[src/aabb_cv_pkg.sv]
// ----------------------------------------------------------------------------
// aabb_cv_pkg
// shared types and constants of the clip-space box visibility core
// ----------------------------------------------------------------------------
package aabb_cv_pkg;

  localparam int unsigned DataW      = 32;
  localparam int unsigned RowW       = 2;
  localparam int unsigned NumRows    = 4;
  localparam int unsigned NumCols    = 4;
  localparam int unsigned NumAxes    = 3;
  localparam int unsigned NumCorners = 8;
  localparam int unsigned CornerW    = 3;
  localparam int unsigned NumOps     = 6;
  localparam int unsigned FracW      = 16;
  localparam int unsigned ProdW      = 2 * DataW;
  localparam int unsigned ClipW      = 50;
  localparam int unsigned QueueDepth = 2;
  localparam int unsigned QueuePtrW  = 1;
  localparam int unsigned QueueCntW  = 2;

  // operand slots of a queued item
  localparam int unsigned OpMinX = 0;
  localparam int unsigned OpMinY = 1;
  localparam int unsigned OpMinZ = 2;
  localparam int unsigned OpMaxX = 3;
  localparam int unsigned OpMaxY = 4;
  localparam int unsigned OpMaxZ = 5;

  // clip vector components
  localparam int unsigned IdxX = 0;
  localparam int unsigned IdxY = 1;
  localparam int unsigned IdxZ = 2;
  localparam int unsigned IdxW = 3;

  typedef enum logic {
    FuncLoad = 1'b0,
    FuncTest = 1'b1
  } func_e;

  typedef logic signed [DataW-1:0] word_t;
  typedef logic signed [ClipW-1:0] clip_t;

  typedef struct packed {
    func_e                           func;
    logic [RowW-1:0]                 row;
    logic [NumOps-1:0][DataW-1:0]    data;
  } item_t;

endpackage

[src/aabb_cv_front.sv]
// ----------------------------------------------------------------------------
// aabb_cv_front
// accepts transactions, sorts them into load and test items and queues them
// ----------------------------------------------------------------------------
module aabb_cv_front import aabb_cv_pkg::*; (
  input  logic                    clk_i,
  input  logic                    rst_ni,
  input  logic                    in_valid_i,
  output logic                    in_stall_o,
  input  logic                    func_i,
  input  logic [RowW-1:0]         row_index_i,
  input  logic signed [DataW-1:0] entry0_i,
  input  logic signed [DataW-1:0] entry1_i,
  input  logic signed [DataW-1:0] entry2_i,
  input  logic signed [DataW-1:0] entry3_i,
  input  logic signed [DataW-1:0] min_x_i,
  input  logic signed [DataW-1:0] min_y_i,
  input  logic signed [DataW-1:0] min_z_i,
  input  logic signed [DataW-1:0] max_x_i,
  input  logic signed [DataW-1:0] max_y_i,
  input  logic signed [DataW-1:0] max_z_i,
  output logic                    head_valid_o,
  output item_t                   head_o,
  input  logic                    pop_i
);

  item_t                 slot_q [QueueDepth];
  item_t                 new_item;
  logic [QueuePtrW-1:0]  wr_ptr_q, wr_ptr_d;
  logic [QueuePtrW-1:0]  rd_ptr_q, rd_ptr_d;
  logic [QueueCntW-1:0]  cnt_q, cnt_d;
  logic                  push;

  always_comb begin
    new_item      = '0;
    new_item.func = func_e'(func_i);
    new_item.row  = row_index_i;
    unique case (func_e'(func_i))
      FuncLoad: begin
        new_item.data[0] = entry0_i;
        new_item.data[1] = entry1_i;
        new_item.data[2] = entry2_i;
        new_item.data[3] = entry3_i;
      end
      FuncTest: begin
        new_item.data[OpMinX] = min_x_i;
        new_item.data[OpMinY] = min_y_i;
        new_item.data[OpMinZ] = min_z_i;
        new_item.data[OpMaxX] = max_x_i;
        new_item.data[OpMaxY] = max_y_i;
        new_item.data[OpMaxZ] = max_z_i;
      end
      default: new_item.data = '0;
    endcase
  end

  assign in_stall_o   = (cnt_q == QueueCntW'(QueueDepth));
  assign push         = in_valid_i && !in_stall_o;
  assign head_valid_o = (cnt_q != '0);
  assign head_o       = slot_q[rd_ptr_q];

  always_comb begin
    wr_ptr_d = wr_ptr_q;
    rd_ptr_d = rd_ptr_q;
    cnt_d    = cnt_q;
    if (push) begin
      wr_ptr_d = (wr_ptr_q == QueuePtrW'(QueueDepth - 1)) ? '0 : wr_ptr_q + 1'b1;
    end
    if (pop_i) begin
      rd_ptr_d = (rd_ptr_q == QueuePtrW'(QueueDepth - 1)) ? '0 : rd_ptr_q + 1'b1;
    end
    if (push && !pop_i) begin
      cnt_d = cnt_q + 1'b1;
    end else if (!push && pop_i) begin
      cnt_d = cnt_q - 1'b1;
    end
  end

  always_ff @(posedge clk_i or negedge rst_ni) begin
    if (!rst_ni) begin
      wr_ptr_q <= '0;
      rd_ptr_q <= '0;
      cnt_q    <= '0;
    end else begin
      wr_ptr_q <= wr_ptr_d;
      rd_ptr_q <= rd_ptr_d;
      cnt_q    <= cnt_d;
    end
  end

  always_ff @(posedge clk_i) begin
    if (push) begin
      slot_q[wr_ptr_q] <= new_item;
    end
  end

  a_cnt_bound: assert property (@(posedge clk_i) disable iff (!rst_ni)
    cnt_q <= QueueCntW'(QueueDepth))
    else $error("queue count beyond depth");

  a_pop_nonempty: assert property (@(posedge clk_i) disable iff (!rst_ni)
    pop_i |-> head_valid_o)
    else $error("pop from empty queue");

  a_head_held: assert property (@(posedge clk_i) disable iff (!rst_ni)
    (head_valid_o && !pop_i) |=> (head_valid_o && $stable(head_o)))
    else $error("queue head changed before pop");

endmodule

[config.mk]
export PLATFORM = sky130hd
export DESIGN_NAME = aabb_cv_front
export DESIGN_NICKNAME = d
export VERILOG_FILES = /design/src/aabb_cv_pkg.sv /design/src/aabb_cv_front.sv
export SDC_FILE = /design/constraint.sdc
export NUM_CORES = 1
export LEC_CHECK = 0
export ABC_AREA = 1
export BUFFER_PORTS_ARGS = -buffer_cell sky130_fd_sc_hd__buf_2
export CAP_MARGIN = 0
export CORE_AREA = 5 5 198 200
export DETAILED_ROUTE_END_ITERATION = 8
export DIE_AREA = 0 0 203 205
export MAX_ROUTING_LAYER = met4
export PLACE_DENSITY = 0.72
export RECOVER_POWER = 50
export SLEW_MARGIN = 0
export SYNTH_ARGS = -nofsm -noshare
export SYNTH_HDL_FRONTEND = slang
export SYNTH_SLANG_ARGS = --single-unit
[constraint.sdc]
create_clock -name clk_i -period 15.85 [get_ports clk_i]
set_input_delay 3.17 -clock clk_i [delete_from_list [all_inputs] [get_ports clk_i]]
set_output_delay 3.17 -clock clk_i [all_outputs]
set_load 0.05 [all_outputs]
==> qor.txt <==
sequential area share after synthesis: 69.79%
Worst slew margin: -290.4%
internal power: 2.599 mW
Root Buffer: clkbuf_16
initial antenna violation count: 3
Top Metal Used: met4
overall routing resource usage: 18.26%
Die ar.: 41,620 sq um
placer congestion estimate: 0.8302
WS Path Type: in -> reg
Arrival @ worst endpoint: 9.92 ns
Clock Latency Late Sink: 0.53 ns
WL met1: 14,840 um
port bufs: 523
CTS tree: done
Combinational Power Share: 42.7%
Net Switching: 1.747 mW
final setup violation count: 0
outcome: complete, but fails checks
Clock Skew: 0.01435 ns
Post-synth top cells: 390 x edfxtp_1, 183 x mux2_2, 140 x mux2_4
nets: 1,770
Seq pwr share: 35.3%
IO Count: 524
fillers: 2,916
synth top area cells: edfxtp_1 69%, mux2_4 12%, mux2_2 12%, inv_1 1.6%, nand2_1 1.6%
setup bufs post-CTS: 0
met2 wire len: 19,720 um
Fin Setup TNS: 0 ns
met3 routed WL: 3411 um
H-Tree Depth: 2
residual DRC count: 0
Max rail drop VDD: 0.0001306 V
Syn Nets: 1,241
Initial Util: 45.47%
top cell type's share of synthesized area: 69.20%
Area Overhead vs Synth: 25.36%
Final Critical Period: 9.777 ns
Slew Limit Fails: 347
Synth Warn #: 0
Rows: 71
synthesized instance count: 913
worst hold path class: reg -> reg
number of synthesized flops with an enable pin: 390
Reg clk slew, reported paths: 0.06 ns
# resized after CTS: 0
Hold-fix buffers, CTS: 0
RSZ-0062 raised after global routing: false
Worst Path Required: 15.99 ns
failing checks: capacitance limit, slew limit
routed length per placed instance: 19.82 um
pwr dens: 204.8 nW/um^2
Switching Share: 40.20%
crit end category: flop
Yosys top cell by area: edfxtp_1
Synth Register Bits: 394
DPL Wire Length: 27,610 um
share of cells above drive strength 1: 55.63%
core area: 37,220 sq um
Final Hold Vio Count: 0
total CTS buffers: 40
vias: 9,412
Max-Cap Viols: 5
die extent in x: 203 um
antenna viol nets, final: 0
Yosys cell types: 16
fraction of registers with async set/reset: 1.015%
cell with the most instances after synthesis: edfxtp_1
Main synth FF type: edfxtp_1
vias in the first global route: 9,927
chip height: 205 um
Initial DRT Pass Iterations: 5
worst-path fanout max: 126
Worst-Margin Slew: 5.823 ns
leakage: 9.055 nW
Final Util: 57.00%
first-pass GRT wire length: 56,520 um
Critical Path Source Type: input pin
Hold Slack: 0.4711 ns
vias per cell: 4.827
Clock Sinks: 394
Peak Freq: 102.3 MHz
Final period util: 61.69%
Clk network pwr share: 22.0%
total grt overflow: 0
largest net degree at the start of global routing: 176
Iter 0 DRT Violations: 452
Syn Std Cell Area: 16,920 sq um
clk buf depth: 3
Syn Area/Cell: 18.54 sq um
Total Routed Length: 38,660 um
[cell type report]
cell class / instances / area [sq um] / area share (%)
multi-input cells: 404 / 4491 / 21.17
clock buffers: 48 / 1104 / 5.202
clock inverters: 26 / 269.0 / 1.268
repair buffers: 530 / 2668 / 12.57
inverters: 72 / 271.5 / 1.280
diodes: 2 / 5.005 / 0.02359
well taps: 474 / 593.1 / 2.795
flip-flops and latches: 394 / 11820 / 55.69
[metrics by stage]
step / setup WS [ns] / std cells / power (mW) / instance area (sq um)
after floorplan: 3.738 / 913 / 3.086 / 16920
after global placement: 9.650 / 1874 / 3.398 / 19870
after detailed placement: 9.603 / 1874 / 3.414 / 19870
after CTS: 8.998 / 1948 / 4.377 / 21250
after global routing: 5.341 / 1950 / 4.522 / 21220
final: 6.073 / 1950 / 4.346 / 21220
[final timing paths]
kind	start	end	slack, ns	depth (start not counted)
max	in_valid_i	slot_q[0][139]$_DFFE_PP_	6.07	6
min	cnt_q[1]$_DFFE_PN0P_	cnt_q[1]$_DFFE_PN0P_	0.47	2
max reg2reg	cnt_q[0]$_DFFE_PN0P_	slot_q[0][139]$_DFFE_PP_	8.23	5
min reg2reg	cnt_q[1]$_DFFE_PN0P_	cnt_q[1]$_DFFE_PN0P_	0.47	2
max in group asynchronous	rst_ni	rd_ptr_q$_DFFE_PN0P_	13.14	1
min in group asynchronous	rst_ni	rd_ptr_q$_DFFE_PN0P_	2.48	1
[cells in the final DEF (no fill, tap or decap), types with 2 or more instances in the layout]
cell,n
nor2_1,3
clkbuf_8,3
clkbuf_16,42
buf_2,517
bufinv_16,5
mux2_1,89
clkinv_1,9
clkinv_4,2
dfrtp_1,3
edfxtp_1,390
inv_1,71
diode_2,2
mux2_2,94
nand2_1,72
clkinv_2,7
clkbuf_1,11
mux2_4,140
buf_4,4
[registers in the layout, indices dropped and copies added, names as in the netlist]
name / flops
cnt_q: 2
rd_ptr_q: 1
slot_q: 390
wr_ptr_q: 1
[worst max-delay path, stage by stage]
cell and delay, ns:
clkbuf_1 0.11, inv_1 0.06, nor2_1 0.05, nand2_1 0.09, clkinvlp_2 4.27, buf_4 2.00
[metal layers]
metal  global-route usage [%]  vias up
met4                    4.049        0
li1                         -     4457
met2                    31.74      378
met1                    20.98     4526
met5                        -        -
met3                    5.683       51
[logic make-up (layout without fill, tap and decap cells)]
logic type	count (synthesis)	after routing	share of synthesized area (%)
muxes	323	323	24.60
DFF	394	394	69.79
and+or+nand+nor	77	77	1.730
buffers and inverters	115	676	3.674
adders and majority gates	1	1	0.07392
other	0	2	0
AOI/OAI and AO/OA	1	1	0.02954
xor gates and xnor gates	2	2	0.1035
[power groups by stage]
| stage | sequential [mW] | combinational, mW | clock [mW] |
|---|---|---|---|
| after floorplan | 1.55 | 1.53 | 0 |
| after global placement | 1.53 | 1.87 | 0 |
| after detailed placement | 1.54 | 1.88 | 0 |
| after CTS | 1.52 | 1.88 | 0.976 |
| after global routing | 1.56 | 1.93 | 1.03 |
| final | 1.54 | 1.86 | 0.955 |
Note: power is estimated with default switching activity, not from simulation.
